[src/sv/rgb2g_pkg.sv]
package rgb2g_pkg;

  localparam int WORD_W      = 32;
  localparam int GROUP_W     = 3 * WORD_W;
  localparam int PIX_W       = 24;
  localparam int GRAY_W      = 8;
  localparam int CFG_W       = 12;
  localparam int CFG_IDX_W   = 1;
  localparam int CNT_W       = 11;
  localparam int SUM_W       = 10;
  localparam int MAX_ROWS    = 2048;
  localparam int MAX_WORDS   = 1536;

  // Register indexes on the configuration port
  localparam logic [CFG_IDX_W-1:0] REG_ROWS_IN_FRAME  = 1'b0;
  localparam logic [CFG_IDX_W-1:0] REG_PIXELS_PER_ROW = 1'b1;

  // Limits after reset: 480 rows, 640 pixels = 480 words per row
  localparam logic [CNT_W-1:0] RST_LAST_ROW  = CNT_W'(479);
  localparam logic [CNT_W-1:0] RST_LAST_WORD = CNT_W'(479);

  localparam logic [1:0] PHASE_LAST = 2'd2;
  localparam logic [1:0] PIX_LAST   = 2'd3;

  // One complete group of three words, word 0 in the low bits
  typedef struct packed {
    logic [GROUP_W-1:0] bytes;
    logic               frame_end;
  } group_t;

  // Queue status seen by the front and back ends
  typedef struct packed {
    logic full;
    logic empty;
  } fifo_stat_t;

  // Truncated divide by three of a sum of three bytes (at most 765)
  function automatic logic [GRAY_W-1:0] div3(input logic [SUM_W-1:0] sum);
    logic [18:0] prod;
    prod = 19'(sum) * 19'd683;
    return prod[18:11];
  endfunction

  function automatic logic [CNT_W-1:0] rows_to_last(input logic [CFG_W-1:0] v);
    logic [CNT_W-1:0] res;
    if (v == '0) begin
      res = '0;
    end else if (v > CFG_W'(MAX_ROWS)) begin
      res = CNT_W'(MAX_ROWS - 1);
    end else begin
      res = CNT_W'(v - 1'b1);
    end
    return res;
  endfunction

  function automatic logic [CNT_W-1:0] pixels_to_last(input logic [CFG_W-1:0] v);
    logic [CFG_W+1:0] triple;
    logic [CFG_W-1:0] words;
    logic [CNT_W-1:0] res;
    triple = {2'b00, v} + {1'b0, v, 1'b0};
    words  = triple[CFG_W+1:2];
    if (words == '0) begin
      res = '0;
    end else if (words > CFG_W'(MAX_WORDS)) begin
      res = CNT_W'(MAX_WORDS - 1);
    end else begin
      res = CNT_W'(words - 1'b1);
    end
    return res;
  endfunction

endpackage

[src/sv/rgb2g_front.sv]
module rgb2g_front import rgb2g_pkg::*; (
  input  logic                 clk,
  input  logic                 rst_n,
  input  logic                 cfg_valid,
  input  logic [CFG_IDX_W-1:0] cfg_index,
  input  logic [CFG_W-1:0]     cfg_data,
  input  logic                 in_valid,
  input  logic [WORD_W-1:0]    in_word,
  input  fifo_stat_t           fifo_stat,
  output logic                 accept,
  output logic                 push,
  output group_t               push_group
);

  logic [CNT_W-1:0]  last_row_r, last_word_r;
  logic [CNT_W-1:0]  word_r, word_nxt;
  logic [CNT_W-1:0]  row_r, row_nxt;
  logic [1:0]        phase_r, phase_nxt;
  logic [WORD_W-1:0] held_r [2];
  logic              row_done, frame_done;

  assign accept     = in_valid && !fifo_stat.full;
  assign row_done   = word_r >= last_word_r;
  assign frame_done = row_done && (row_r >= last_row_r);
  assign push       = accept && (phase_r == PHASE_LAST);

  assign push_group.bytes     = {in_word, held_r[1], held_r[0]};
  assign push_group.frame_end = frame_done;

  always_comb begin
    word_nxt  = word_r;
    row_nxt   = row_r;
    phase_nxt = phase_r;
    if (accept) begin
      phase_nxt = (phase_r == PHASE_LAST) ? 2'd0 : phase_r + 2'd1;
      if (row_done) begin
        // restart the group at every row start
        word_nxt  = '0;
        phase_nxt = 2'd0;
        row_nxt   = frame_done ? '0 : row_r + 1'b1;
      end else begin
        word_nxt = word_r + 1'b1;
      end
    end
  end

  always_ff @(posedge clk) begin
    if (!rst_n) begin
      last_row_r  <= RST_LAST_ROW;
      last_word_r <= RST_LAST_WORD;
      word_r      <= '0;
      row_r       <= '0;
      phase_r     <= 2'd0;
    end else begin
      word_r  <= word_nxt;
      row_r   <= row_nxt;
      phase_r <= phase_nxt;
      if (cfg_valid) begin
        unique case (cfg_index)
          REG_ROWS_IN_FRAME:  last_row_r  <= rows_to_last(cfg_data);
          REG_PIXELS_PER_ROW: last_word_r <= pixels_to_last(cfg_data);
          default: ;
        endcase
      end
    end
  end

  always_ff @(posedge clk) begin
    if (accept && (phase_r != PHASE_LAST)) begin
      held_r[phase_r[0]] <= in_word;
    end
  end

endmodule

[src/sv/rgb2g_fifo.sv]
module rgb2g_fifo import rgb2g_pkg::*; (
  input  logic       clk,
  input  logic       rst_n,
  input  logic       push,
  input  group_t     push_group,
  input  logic       pop,
  output group_t     head,
  output fifo_stat_t stat
);

  group_t     entry_r [2];
  logic       wr_ptr_r, rd_ptr_r;
  logic [1:0] count_r;

  assign head       = entry_r[rd_ptr_r];
  assign stat.full  = count_r == 2'd2;
  assign stat.empty = count_r == 2'd0;

  always_ff @(posedge clk) begin
    if (!rst_n) begin
      wr_ptr_r <= 1'b0;
      rd_ptr_r <= 1'b0;
      count_r  <= 2'd0;
    end else begin
      if (push) wr_ptr_r <= !wr_ptr_r;
      if (pop)  rd_ptr_r <= !rd_ptr_r;
      count_r <= count_r + {1'b0, push} - {1'b0, pop};
    end
  end

  always_ff @(posedge clk) begin
    if (push) begin
      entry_r[wr_ptr_r] <= push_group;
    end
  end

endmodule

[src/sv/rgb2g_back.sv]
module rgb2g_back import rgb2g_pkg::*; (
  input  logic              clk,
  input  logic              rst_n,
  input  group_t            head,
  input  fifo_stat_t        fifo_stat,
  output logic              pop,
  input  logic              out_stall,
  output logic              out_valid,
  output logic [GRAY_W-1:0] out_gray_value,
  output logic              out_group_end,
  output logic              out_frame_end
);

  logic [1:0]        pix_r;
  logic              valid_r, valid_nxt;
  logic [GRAY_W-1:0] gray_r;
  logic              group_end_r, frame_end_r;
  logic              load;
  logic [PIX_W-1:0]  pixel;
  logic [SUM_W-1:0]  sum;

  // advance while the queue holds a group and the output register is empty or being taken
  assign load  = !fifo_stat.empty && (!valid_r || !out_stall);
  assign pop   = load && (pix_r == PIX_LAST);
  assign pixel = head.bytes[PIX_W*pix_r +: PIX_W];
  assign sum   = SUM_W'(pixel[7:0]) + SUM_W'(pixel[15:8]) + SUM_W'(pixel[23:16]);

  always_comb begin
    valid_nxt = valid_r && out_stall;
    if (load) valid_nxt = 1'b1;
  end

  always_ff @(posedge clk) begin
    if (!rst_n) begin
      valid_r <= 1'b0;
      pix_r   <= 2'd0;
    end else begin
      valid_r <= valid_nxt;
      if (load) pix_r <= pix_r + 2'd1;
    end
  end

  always_ff @(posedge clk) begin
    if (load) begin
      gray_r      <= div3(sum);
      group_end_r <= pix_r == PIX_LAST;
      frame_end_r <= (pix_r == PIX_LAST) && head.frame_end;
    end
  end

  assign out_valid      = valid_r;
  assign out_gray_value = gray_r;
  assign out_group_end  = group_end_r;
  assign out_frame_end  = frame_end_r;

endmodule

[src/sv/packed_rgb_to_gray_stream.sv]
// Order: a group's third word is written into the queue, then its first gray byte into the
// output register; the other three follow one a cycle while out_stall is low.
// Throughput: one word per cycle until the two-group queue fills; sustained rate is set by
// the output register, one gray byte per cycle while out_stall is low, four bytes per three words.
// Reset (rst_n low, synchronous): counters and queue clear, limits return to 480 rows of
// 640 pixels; no clearing pass, input taken from the first cycle after reset.
module packed_rgb_to_gray_stream import rgb2g_pkg::*; (
  input  logic                 clk,
  input  logic                 rst_n,
  input  logic                 cfg_valid,
  output logic                 cfg_ready,
  input  logic [CFG_IDX_W-1:0] cfg_index,
  input  logic [CFG_W-1:0]     cfg_data,
  input  logic                 in_valid,
  output logic                 in_stall,
  input  logic [WORD_W-1:0]    in_packed_word,
  output logic                 out_valid,
  input  logic                 out_stall,
  output logic [GRAY_W-1:0]    out_gray_value,
  output logic                 out_group_end,
  output logic                 out_frame_end
);

  fifo_stat_t fifo_stat;
  group_t     push_group, head;
  logic       push, pop, accept;

  assign cfg_ready = 1'b1;
  assign in_stall  = !accept && in_valid ? 1'b1 : fifo_stat.full;

  rgb2g_front u_front (
    .clk        (clk),
    .rst_n      (rst_n),
    .cfg_valid  (cfg_valid),
    .cfg_index  (cfg_index),
    .cfg_data   (cfg_data),
    .in_valid   (in_valid),
    .in_word    (in_packed_word),
    .fifo_stat  (fifo_stat),
    .accept     (accept),
    .push       (push),
    .push_group (push_group)
  );

  rgb2g_fifo u_fifo (
    .clk        (clk),
    .rst_n      (rst_n),
    .push       (push),
    .push_group (push_group),
    .pop        (pop),
    .head       (head),
    .stat       (fifo_stat)
  );

  rgb2g_back u_back (
    .clk            (clk),
    .rst_n          (rst_n),
    .head           (head),
    .fifo_stat      (fifo_stat),
    .pop            (pop),
    .out_stall      (out_stall),
    .out_valid      (out_valid),
    .out_gray_value (out_gray_value),
    .out_group_end  (out_group_end),
    .out_frame_end  (out_frame_end)
  );

endmodule

[config.mk]
export PLATFORM = sky130hd
export DESIGN_NAME = packed_rgb_to_gray_stream
export DESIGN_NICKNAME = d
export VERILOG_FILES = /design/src/sv/rgb2g_pkg.sv /design/src/sv/rgb2g_front.sv /design/src/sv/rgb2g_fifo.sv /design/src/sv/rgb2g_back.sv /design/src/sv/packed_rgb_to_gray_stream.sv
export SDC_FILE = /design/constraint.sdc
export NUM_CORES = 1
export LEC_CHECK = 0
export BUFFER_PORTS_ARGS = -buffer_cell sky130_fd_sc_hd__buf_2
export CORE_AREA = 4 4 234 293
export DETAILED_ROUTE_END_ITERATION = 7
export DIE_AREA = 0 0 238 297
export HOLD_SLACK_MARGIN = 0.15
export PLACE_DENSITY = 0.43
export SLEW_MARGIN = 20
export SYNTH_ARGS = -nofsm -noshare
export SYNTH_HDL_FRONTEND = slang
export SYNTH_HIERARCHICAL = 1
export SYNTH_SLANG_ARGS = --single-unit
[constraint.sdc]
create_clock -name clk -period 6.57 [get_ports clk]
set_clock_uncertainty 0.2 [all_clocks]
set_input_delay 1.314 -clock clk [delete_from_list [all_inputs] [get_ports clk]]
set_output_delay 1.314 -clock clk [all_outputs]
set_load 0.01 [all_outputs]
# == Word-level counts from Yosys, hierarchy flattened ==
# Memory sizes are Yosys's and may differ from the RTL's. A register that Yosys moved wholly into a read port is not among the register bits.
# Cells that the tools add are included.
# op_classes
addsub,11
n_mul,2
magnitude_cmp,4
eq_ne,4
shifts,1
n_mux,16
bitwise_logic,1
reduce_logical,23
# op_table
cell,count
variable part select 96 x 8 -> 24 bit,1
two-way mux 11 bit,6
zero test 12 bit,2
"adder 11 x 1 -> 11 bit, second input constant",2
greater-or-equal comparator 11 bit,2
"subtractor 11 x 1 -> 11 bit, second input constant",2
"multiplier 10 x 10 -> 19 bit, second input constant",1
adder 12 x 13 -> 14 bit,1
"> comparator 12 x 11 -> 1 bit, second input constant",1
"> comparator 12 bit, second input constant",1
adder 10 x 8 -> 10 bit,1
adder 8 x 8 -> 9 bit,1
logical AND 1 bit,9
two-way mux 1 bit,8
zero test 1 bit,7
"== test 2 bit, second input constant",3
AND reduction 2 bit,3
"adder 2 x 1 -> 2 bit, second input constant",2
"multiplier 2 x 2 -> 4 bit, first input constant",1
two-way mux 2 bit,2
adder 2 x 1 -> 2 bit,1
zero test 2 bit,1
"!= test 2 bit, second input constant",1
subtractor 2 x 1 -> 2 bit,1
other kinds (2),2
# word_totals
regBits,63
ram_bits,258
input_bits,50
output_inout_bits,13
elab_cells,77
mem_count,2
# memory_table
memory,depth,width,rd,rd_ports_with_merged_regs,wr,line,text
u_fifo.entry_r,2,97,1,1,1,rgb2g_fifo.sv:11,group_t entry_r [2];
u_front.held_r,2,32,2,0,1,rgb2g_front.sv:19,logic [WORD_W-1:0] held_r [2];

# == Longest topological paths before layout ==
# Gate-level depths: netlist of the first run.
# depth
depth_word,6
ltp_mapped,30
ltp_nobuf,27

# == Cells and area by module ==
# Netlist of the first run, hierarchy kept.
# modules_own_cells
module,n_inst,cells_per_inst,area_each_um2,seq_area_each_um2
rgb2g_fifo,1,323,7342.0,5925.7
rgb2g_front,1,533,5750.5,2842.7
rgb2g_back,1,291,3205.6,360.3
packed_rgb_to_gray_stream,1,4,22.5,0.0

# == Worst setup path before layout of the first run ==
# OpenSTA, ideal clock, no wires.
# synth_path
path_type,flip-flop to flip-flop
start,register (tool-made name)
end,"register u_back.gray_r[6] (netlist: u_back/out_gray_value[6]), data pin"
setup_ps,255
arrival_time_ps,6813
t_required_ps,6115
slack_ps,-698
stages_incl_launch_ff,30
path_buffers,3
period_less_slack_ps,7268
cell_sequence,dfxtp_1 -> buf_6 -> buf_6 -> buf_6 -> mux2_4 -> mux4_2 -> inv_1 -> fa_1 -> inv_1 -> ha_1 -> inv_1 -> fa_1 -> nor2b_1 -> o31a_1 -> o21a_1 -> nor2_1 -> xnor2_1 -> xnor2_1 -> ha_1 -> fa_1 -> fa_1 -> inv_1 -> fa_1 -> inv_1 -> ha_1 -> and4_1 -> o2111ai_1 -> a21boi_2 -> or4_1 -> and3_1
# synth_lines
item,line,text
"end signal, assigned",rgb2g_back.sv:45,gray_r <= div3(sum);
"end, declared",rgb2g_back.sv:16,logic [GRAY_W-1:0] gray_r;

==> impl_results.md, run 1 <==
- Hold Buf Count CTS: 0
- Total congestion overflow: 0
- Synthesized area per cell: 14.2 um2
- Max-cap viol count: 0
- Slew Limit Fails: 0
- Final period util: 1.08
- Post-layout util: 0.304
- Final Setup Violations: 8
- Unrepaired setup endpoints after global routing: true
- Global placer's final weighted congestion: 0.761
- Pwr Total: 8.78 mW
- Synth cell types: 69
- FILL cells: 6,476
- Grt met1 use: 0.115
- Static Leakage: 7.63 nW
- Post-DR vias/cell: 4.22
- Peak Freq: 141 MHz
- # rows: 105
- Dpl hpwl: 24.8 mm
- Final Hold Vio Count: 0
- Delay-heaviest family, CP: adder cells
- Pwr/cell area: 440 mW/mm2
- Hold path depth: 0
- Met2 usage: 0.181
- Largest net degree at the start of global routing: 54
- TritonCTS clock tree: built
- Ys Warns: 6
- Class of the most critical setup path: register to register
- Worst Path Arrival: 7.18 ns
- Seq/Total Area, Yosys: 0.559
- Status: finished, violations left
- FF+latch count, synth: 322
- Final Cell Area: 0.0200 mm2
- Hold WS: 0.234 ns
- Clock Path Buffers: 3
- Prevailing post-synth register cell: edfxtp_1
- Antenna Violating Nets Remaining: 0
- Initial antenna violation count: 10
- Placed cell area: 0.0181 mm2
- Asr flop ratio synth: 0
- Hold crit path type: register to register
- Critical Path Fanout Max: 10
- Min-Delay Startpoint: u_front/held_r[0][7]$_DFFE_PP_
- Post-synth EDFFs: 268
- Synth Cell Area: 0.0163 mm2
- Final wirelength: 35.1 mm
- WP data required: 6.66 ns
- Root Driver: clkbuf_16
- Initial core utilization: 0.249
- Number of port buffers: 61
- Leading area contributor after synthesis: edfxtp_1
- Die area: 0.0707 mm2
- Worst Hold End: u_fifo/entry_r[0][8]$_DFFE_PP_
- H-tree Lvls: 2
- GR peak layer: met2
- CP cell instances: buf_12 > buf_16 > mux2_2 > mux4_2 > fa_2 > ha_4 > buf_6 > a21oi_4 > nor2b_1 > o21a_2 > o21ai_2 > xnor2_2 > ha_1 > ha_4 > fa_1 > fa_1 > fa_2 > ha_4 > a21o_1 > a21oi_1 > o21a_2 > a21boi_2 > or4_1 > and3_1
- Failing checks: negative setup slack
- Ports: 63
- Most Frequent Cell on Critical Path: ha_4
- Share of the synthesized area in the top cell type: 0.493
- GRT Overall Usage: 0.0987
- Most common cell in the netlist: edfxtp_1
- TritonCTS Sinks: 322
- Total CTS buffers: 35
- Area growth, synth to finish: 22.3%
- Layout cells sized above 1: 0.323
- Later-pin clock latency in the skew report: 0.55 ns
- Critical Path End Type: register
- Type of origin of the critical path: register
- Worst IR drop on VDD: 0.355 mV
- Synth top area cells: edfxtp_1 (49%), ha_1 (8.9%), dfxtp_1 (6.6%)
- Core box area: 0.0656 mm2
- Cells after synthesis: 1,151
- Worst path slowest cell: fa_2
- Pre-Repair DR Iteration Count: 6
- Via count: 9,214
- GRT met3 Usage: 0.0210
- Crit path largest cell delay: 0.62 ns
- # DRC: 0
- Layout Nets: 1,495
- First-pass GRT wire length: 55.1 mm
- Vias in the first global route: 9,753
- Final Critical Period: 7.09 ns
- DR WL/cell: 16.1 um
- R2R Path End: u_back/out_gray_value[6]$_DFFE_PP_
- Worst R2R Path Depth: 24
- Max-slew headroom: 0.343
- Chip width: 238 um
- Worst-path clk slew: 0.07 ns
- List of most frequent post-synthesis cells: edfxtp_1 (268), ha_1 (116), inv_1 (94), mux2_2 (67), dfxtp_1 (54)
- Critical path buffers and inverters: 3
- DIE HEIGHT: 297 um
- Reg2Reg Setup Slack: -0.52 ns
- Worst Max-Slew Pin Slew: 0.984 ns
- DRT iter0 DRCs: 355
- Post-Layout Cell Count: 2,185
- Dpl cells: 2,090
- Syn_nets: 1,348
- Slack of the critical path: -0.523 ns
==> per-stage QoR <==
stage,setup WS (ns),setup TNS [ns]
floorplan,-0.418,-1.15
CTS,-0.523,-3.19
detailed placement,-0.731,-4.65
global placement,-0.683,-4.43
global route,-0.774,-5.19
finish,-0.523,-3.09
==> cells by family (layout without fill, tap and decap cells) <==
| kind of cell | count (synthesis) | after routing | synth area share |
|---|---|---|---|
| multiplexers | 124 | 124 | 0.109 |
| buffers and inverters | 161 | 335 | 0.0485 |
| XOR/XNOR | 65 | 65 | 0.0357 |
| adder cells (fa/ha/maj) | 147 | 147 | 0.127 |
| AND/OR/NAND/NOR | 179 | 179 | 0.0567 |
| AO/OA/AOI/OAI | 152 | 152 | 0.0639 |
| flip-flops | 322 | 322 | 0.559 |
| other | 1 | 5 | 0.000230 |
==> final cells by class <==
type,count,area [um2],area share
inverters,95,357,0.0179
well taps,856,1070,0.0537
clock inverters,23,253,0.0127
flip-flops and latches,322,9130,0.458
diodes,4,10.0,0.000501
multi-input cells,668,6840,0.343
repair buffers,176,1400,0.0702
clock buffers,41,898,0.0450
==> where the power goes <==
group / internal, mW / leakage [nW] / switching, mW
clock network: 1.15 / 0.559 / 0.812
logic: 2.33 / 4.20 / 2.10
registers: 2.37 / 2.87 / 0.0216
total: 5.85 / 7.63 / 2.93
==> per-layer routing <==
metal | wire [um] | share of wire
met4 | 953 | 0.027
met5 | 13 | 0.00037
met2 | 18400 | 0.52
met1 | 14500 | 0.41
met3 | 1290 | 0.037
==> worst max path at each step <==
stage	from	to	slack, ns	cells past startpoint
2_1_floorplan	register	u_back/out_gray_value[6]$_DFFE_PP_	-0.42	30
3_3_place_gp	register	u_back/out_gray_value[6]$_DFFE_PP_	-0.68	26
3_5_place_dp	register	u_back/out_gray_value[6]$_DFFE_PP_	-0.73	27
4_1_cts	register	u_back/out_gray_value[6]$_DFFE_PP_	-0.52	25
5_1_grt	register	u_back/out_gray_value[6]$_DFFE_PP_	-0.77	27
6_report	register	u_back/out_gray_value[6]$_DFFE_PP_	-0.52	24
==> state kept, by name, indices dropped and copies added, names as in the netlist, named ones only <==
name,count
u_fifo/count_r,2
u_fifo/entry_r,194
u_front/last_row_r,11
u_back/out_valid,1
u_back/out_gray_value,8
u_back/out_frame_end,1
u_back/out_group_end,1
u_front/phase_r,2
u_front/row_r,11
u_front/last_word_r,11
u_fifo/rd_ptr_r,1
u_front/held_r,64
u_front/word_r,11
u_fifo/wr_ptr_r,1
u_back/pix_r,2
==> layout by cell type, fill, tap and decap left out, drive strengths merged, types with 31 or more instances in the layout <==
master	count
a21oi	44
buf	176
clkbuf	41
dfxtp	54
edfxtp	268
fa	31
ha	116
inv	95
mux2	97
nand2	44
nor2	43
xnor2	39
==> what timing repair did <==
item	in CTS	in global routing
gates resized for setup	49	26
setup buffers	18	8
setup endpoints to repair	8	8
pin swaps	59	21
cloned	3	0
No activity file was read; power rests on OpenSTA's default activity.
==> inputs of run 2 (changes only) <==
--- a/config.mk
+++ b/config.mk
@@ -11,6 +11,7 @@
 export DIE_AREA = 0 0 238 297
 export HOLD_SLACK_MARGIN = 0.15
 export PLACE_DENSITY = 0.43
+export SETUP_SLACK_MARGIN = 0.3
 export SLEW_MARGIN = 20
 export SYNTH_ARGS = -nofsm -noshare
 export SYNTH_HDL_FRONTEND = slang
==> run 2 against run 1 <==
  * The run still ends with negative setup slack left
  * Design area shrank 0.18%
  * Die area is the same
  * Via count shrank 1.4%
  * Critical path depth grew 3
  * Routed wire length shrank 0.87%
  * Count of clock-buffer cells in the layout grew 3
  * Register-to-register slack gained 0.08 ns
  * Fmax grew 1.1%
  * Sequential share of layout area grew 0.083 points
  * Utilization shrank 0.055 points
  * Cell count shrank 0.59%
  * Largest power group unchanged
  * Highest routed layer unchanged
==> impl_results.md, run 2 (synthesis results as in run 1) <==
- Status: finished, violations left
- Failing checks: negative setup slack
- Post-DR vias/cell: 4.18
- Final Setup Violations: 8
- Largest Register: u_fifo/entry_r
- First-pass GRT wire length: 55.5 mm
- Setup TNS: -2.55 ns
- DIE HEIGHT: 297 um
- Class of the most critical setup path: register to register
- Max-cap viol count: 0
- Pwr/cell area: 431 mW/mm2
- Post-Layout Cell Count: 2,172
- # DRC: 0
- Die area: 0.0707 mm2
- Total congestion overflow: 0
- Initial antenna violation count: 8
- DR WL/cell: 16.0 um
- Met2 usage: 0.185
- Antenna Violating Nets Remaining: 0
- Number of flip-flops in the largest register: 194
- Type of origin of the critical path: register
- Dpl cells: 2,088
- Commonest cells after routing, fill and taps aside: edfxtp_1 (268), ha_1 (97), inv_1 (85), buf_4 (84), mux2_2 (63)
- Critical Path End Type: register
- Worst IR drop on VDD: 0.310 mV
- GR peak layer: met2
- Max-slew headroom: 0.310
- TritonCTS Sinks: 322
- Later-pin clock latency in the skew report: 0.54 ns
- Critical Path Fanout Max: 7
- Dpl hpwl: 24.9 mm
- DRT iter0 DRCs: 344
- Ports: 63
- Unrepaired setup endpoints after global routing: true
- Pre-Repair DR Iteration Count: 5
- Layout Nets: 1,483
- FILL cells: 6,471
- TritonCTS clock tree: built
- Final wirelength: 34.8 mm
- Static Leakage: 7.57 nW
- Layout cells sized above 1: 0.321
- Worst-path clk slew: 0.06 ns
- Slack of the critical path: -0.443 ns
- Most common cell after layout, fill and taps aside: edfxtp_1
- H-tree Lvls: 2
- Area growth, synth to finish: 22.1%
- # rows: 105
- Clock Path Buffers: 3
- WP data required: 6.75 ns
- Final period util: 1.07
- Largest net degree at the start of global routing: 43
- Final Hold Vio Count: 0
- Grt met1 use: 0.112
- Root Driver: clkbuf_16
- Worst Path Arrival: 7.20 ns
- Worst Max-Slew Pin Slew: 1.03 ns
- Core box area: 0.0656 mm2
- Total CTS buffers: 35
- Final Critical Period: 7.01 ns
- Initial core utilization: 0.249
- Number of port buffers: 61
- Peak Freq: 143 MHz
- Slew Limit Fails: 0
- Setup WS pre-CTS: -0.567 ns
- Chip width: 238 um
- Hold crit path type: register to register
- Post-layout util: 0.304
- Global placer's final weighted congestion: 0.783
- GRT met3 Usage: 0.0206
- Vias in the first global route: 9,842
- Hold WS: 0.241 ns
- GRT Overall Usage: 0.0988
- Via count: 9,084
[run 2: power breakdown]
group	internal, mW	switching (mW)	total, mW
sequential	2.37	0.0210	2.39
combinational	2.19	2.00	4.19
clock	1.19	0.819	2.01
[run 2: repair_timing]
item | in CTS | in global routing
hold buffers | 0 | 0
pin swaps | 52 | 11
resized for setup | 55 | 9
endpoints found under the setup margin | 8 | 8
endpoints found under the hold margin | 0 | 0
setup buffers | 13 | 1
cloned | 3 | 0
[run 2: critical path, stage by stage, from the launching register on]
cell     delay, ns
dfxtp_4       0.39
buf_12        0.14
buf_16        0.13
buf_12        0.14
mux2_4        0.29
mux4_2        0.49
fa_2          0.63
ha_4          0.22
nor2b_4       0.12
o31a_1        0.31
o21a_1        0.18
nor2_2        0.12
xnor2_2       0.11
buf_12        0.15
xnor2_4       0.19
ha_4          0.23
fa_1          0.45
fa_1          0.51
inv_1         0.05
fa_1          0.49
inv_2         0.05
ha_4          0.24
and4_4        0.16
buf_6         0.11
o21ai_4       0.07
a21oi_4       0.09
or4b_1        0.51
nand4_1       0.09
[run 2: layout make-up]
cell class | instances | area (um2) | share of cell area
flip-flops and latches | 322 | 9130 | 0.458
multi-input cells | 668 | 6870 | 0.345
repair buffers | 164 | 1300 | 0.0652
well taps | 856 | 1070 | 0.0538
clock buffers | 44 | 941 | 0.0472
inverters | 95 | 357 | 0.0179
clock inverters | 20 | 240 | 0.0121
diodes | 3 | 7.51 | 0.000377
[run 2: stage by stage]
| stage | area [um2] | power [mW] |
|---|---|---|
| floorplan | 16400 | 4.80 |
| global placement | 18100 | 5.93 |
| detailed placement | 18100 | 5.92 |
| CTS | 19900 | 8.67 |
| global route | 19900 | 9.27 |
| finish | 19900 | 8.60 |
[run 2: path summary, 6_finish.rpt]
path                                         from                            endpoint  slack [ns]  cells past startpoint
setup reg to reg                         register  u_back/out_gray_value[4]$_DFFE_PP_       -0.44                     27
hold reg to reg   u_front/held_r[1][26]$_DFFE_PP_     u_fifo/entry_r[1][59]$_DFFE_PP_        0.24                      0
hold / removal    u_front/held_r[1][26]$_DFFE_PP_     u_fifo/entry_r[1][59]$_DFFE_PP_        0.24                      0
setup / recovery                         register  u_back/out_gray_value[4]$_DFFE_PP_       -0.44                     27
[run 2: metal layers]
metal	vias up	routed length [um]
met1	4424	14000
li1	4484	-
met4	4	842
met2	117	18800
met5	-	33
met3	55	1240
==> inputs of run 3 (changes only) <==
--- a/config.mk
+++ b/config.mk
@@ -6,14 +6,14 @@
 export NUM_CORES = 1
 export LEC_CHECK = 0
 export BUFFER_PORTS_ARGS = -buffer_cell sky130_fd_sc_hd__buf_2
-export CORE_AREA = 4 4 234 293
+export CORE_AREA = 4 4 256 258
 export DETAILED_ROUTE_END_ITERATION = 7
-export DIE_AREA = 0 0 238 297
+export DIE_AREA = 0 0 260 262
 export HOLD_SLACK_MARGIN = 0.15
 export PLACE_DENSITY = 0.43
 export SETUP_SLACK_MARGIN = 0.3
+export SKIP_CTS_REPAIR_TIMING = 1
 export SLEW_MARGIN = 20
 export SYNTH_ARGS = -nofsm -noshare
 export SYNTH_HDL_FRONTEND = slang
-export SYNTH_HIERARCHICAL = 1
 export SYNTH_SLANG_ARGS = --single-unit
==> run 3 against run 2 <==
  * The flow still finishes with violations (negative setup slack)
  * Design area is 4.4% lower
  * Sequential power hardly changed
  * Non-clock buffer count is 15 lower
  * Sequential share of layout area is 2.1 points higher
  * Flip-flop and latch count stayed put
  * Area after synthesis is 4.2% lower
  * Power is 15% lower
  * Hold slack worse by 0.0043 ns
  * Critical path depth is 1 higher
  * First-iteration DRC count is 2.3% lower
  * Die area is 3.6% lower
  * Synthesized cell count is 7.7% lower
==> impl_results.md, run 3 <==
- Initial core utilization: 0.248
- Die area: 0.0681 mm2
- Worst Path Arrival: 7.65 ns
- Synth Cell Area: 0.0156 mm2
- Type of origin of the critical path: register
- Worst-path clk slew: 0.06 ns
- Sw Share: 0.298
- TritonCTS Sinks: 322
- Dpl cells: 2,025
- Post-DR vias/cell: 4.19
- Vias in the first global route: 9,360
- Min-Delay Startpoint: u_front.held_r[0][25]$_DFFE_PP_
- Number of flip-flops in the largest register: 194
- Total CTS buffers: 38
- Class of the most critical setup path: register to register
- Most common cell in the netlist: edfxtp_1
- DRT iter0 DRCs: 336
- Commonest cells after routing, fill and taps aside: edfxtp_1 (268), ha_1 (123), inv_1 (88), buf_4 (77), buf_2 (61)
- Unrepaired setup endpoints after global routing: true
- Area growth, synth to finish: 21.8%
- Prevailing post-synth register cell: edfxtp_1
- Antenna Violating Nets Remaining: 0
- Dpl hpwl: 23.5 mm
- Hold crit path type: register to register
- Final Setup Violations: 8
- Synthesized area per cell: 14.7 um2
- Share of the synthesized area in the top cell type: 0.515
- Syn_nets: 1,263
- Layout Nets: 1,424
- GRT Overall Usage: 0.0979
- Synth top area cells: edfxtp_1 (51%), ha_1 (10%), dfxtp_1 (6.9%)
- Synth cell types: 70
- DIE HEIGHT: 262 um
- Clock share of power: 0.281
- Global placer's final weighted congestion: 0.752
- Ys Warns: 0
- Comb pwr share: 0.393
- Initial antenna violation count: 5
- Number of port buffers: 61
- Largest Register: u_fifo.entry_r
- Slew Limit Fails: 0
- FF+latch count, synth: 322
- Most common cell after layout, fill and taps aside: edfxtp_1
- # rows: 92
- Setup WS pre-CTS: -1.25 ns
- Seq/Total Area, Yosys: 0.584
- WP data required: 6.64 ns
- List of most frequent post-synthesis cells: edfxtp_1 (268), ha_1 (128), inv_1 (89), dfxtp_1 (54), mux4_2 (48)
- Final Critical Period: 7.58 ns
- Worst path slowest cell: fa_1
- # DRC: 0
- Cells after synthesis: 1,062
- Sequential power share: 0.327
- Clock Path Buffers: 3
- Final wirelength: 33.0 mm
- Leading area contributor after synthesis: edfxtp_1
- Total congestion overflow: 0
- Layout cells sized above 1: 0.258
- Post-synth EDFFs: 268
- Pre-Repair DR Iteration Count: 4
- Core box area: 0.0630 mm2
- H-tree Lvls: 2
- Max-slew headroom: 0.314
- Static Leakage: 7.22 nW
- Chip width: 260 um
- Reg2Reg Setup Slack: -1.01 ns
- TritonCTS clock tree: built
- Switch Pwr: 2.17 mW
- Slack of the critical path: -1.01 ns
- Post-layout util: 0.303
- Max-cap viol count: 0
- Crit path largest cell delay: 0.56 ns
- Asr flop ratio synth: 0
- Peak Freq: 132 MHz
- First-pass GRT wire length: 52.9 mm
- Via count: 8,789
- Pwr Total: 7.28 mW
- Worst Max-Slew Pin Slew: 1.03 ns
- DR WL/cell: 15.7 um
- Critical Path Fanout Max: 7
- Root Driver: clkbuf_16
- Final period util: 1.15
- Pwr/cell area: 382 mW/mm2
- Post-Layout Cell Count: 2,098
- Largest net degree at the start of global routing: 83
- Worst IR drop on VDD: 0.278 mV
- Ports: 63
- Later-pin clock latency in the skew report: 0.54 ns
- Final Hold Vio Count: 0
- Failing checks: negative setup slack
- Internal: 5.11 mW
- Status: finished, violations left
- Critical Path End Type: register
==> run 3: cell types whose count changed in the layout (fill, tap and decap cells not counted), moves of 13 or more <==
cell	previous run	this run
mux2_2	63	19
mux4_2	24	48
ha_1	97	123
o21ai_1	1	14
ha_4	17	4
a21oi_1	34	18
a221o_1	13	0
mux2_4	34	2
==> run 3: metal layers <==
layer	routed length, um	GRT usage	share of wire
met5	27	0	0.00082
met4	528	0.0252	0.016
met3	1190	0.0210	0.036
met2	16000	0.165	0.49
met1	15200	0.129	0.46
==> run 3: final cells by class <==
class / instances / area [um2]
inverter: 89 / 334
clock buffer: 44 / 995
multi-input combinational: 623 / 6240
clock inverter: 23 / 215
antenna: 2 / 5.00
tap: 846 / 1060
timing repair buffer: 149 / 1070
sequential: 322 / 9130
fill: 6321 / 43900
==> run 3: power by group through the flow <==
| stage | logic [mW] | clock network [mW] | registers [mW] |
|---|---|---|---|
| after floorplan | 1.71 | 0 | 2.42 |
| after global placement | 2.60 | 0 | 2.42 |
| after detailed placement | 2.60 | 0 | 2.42 |
| after CTS | 2.62 | 2.12 | 2.38 |
| after global routing | 3.24 | 2.21 | 2.38 |
| final | 2.86 | 2.04 | 2.38 |
==> run 3: critical path: cells and delay by family (launching register included) <==
kind                       cells  cell delay [ns]
adders and majority gates      8             3.08
AOI/OAI and AO/OA             11             1.86
muxes                          2             0.79
and+or+nand+nor                4             0.61
DFF                            1             0.37
xor gates and xnor gates       2             0.28
buffers and inverters          1             0.13
==> run 3: worst paths after layout <==
check	end	depth (start not counted)
min	u_fifo.entry_r[1][26]$_DFFE_PP_	0
max	u_back.out_gray_value[7]$_DFFE_PP_	28
max reg2reg	u_back.out_gray_value[7]$_DFFE_PP_	28
min reg2reg	u_fifo.entry_r[1][26]$_DFFE_PP_	0
==> run 3: logic make-up after synthesis <==
group / count (synthesis) / synth area share
adder cells (fa/ha/maj): 151 / 0.132
AND/OR/NAND/NOR: 187 / 0.0609
flip-flops: 322 / 0.584
XOR/XNOR: 67 / 0.0392
buffers and inverters: 117 / 0.0294
multiplexers: 74 / 0.0875
AO/OA/AOI/OAI: 143 / 0.0670
other: 1 / 0.000240
==> run 3: stage by stage <==
step / hold slack [ns] / area [um2] / setup TNS, ns
5_1_grt: 0.240 / 19000 / -9.63
6_report: 0.237 / 19000 / -7.10
3_5_place_dp: 0.230 / 17700 / -8.79
2_1_floorplan: 0.221 / 15700 / -5.97
4_1_cts: 0.240 / 18900 / -9.12
3_3_place_gp: 0.222 / 17700 / -7.80
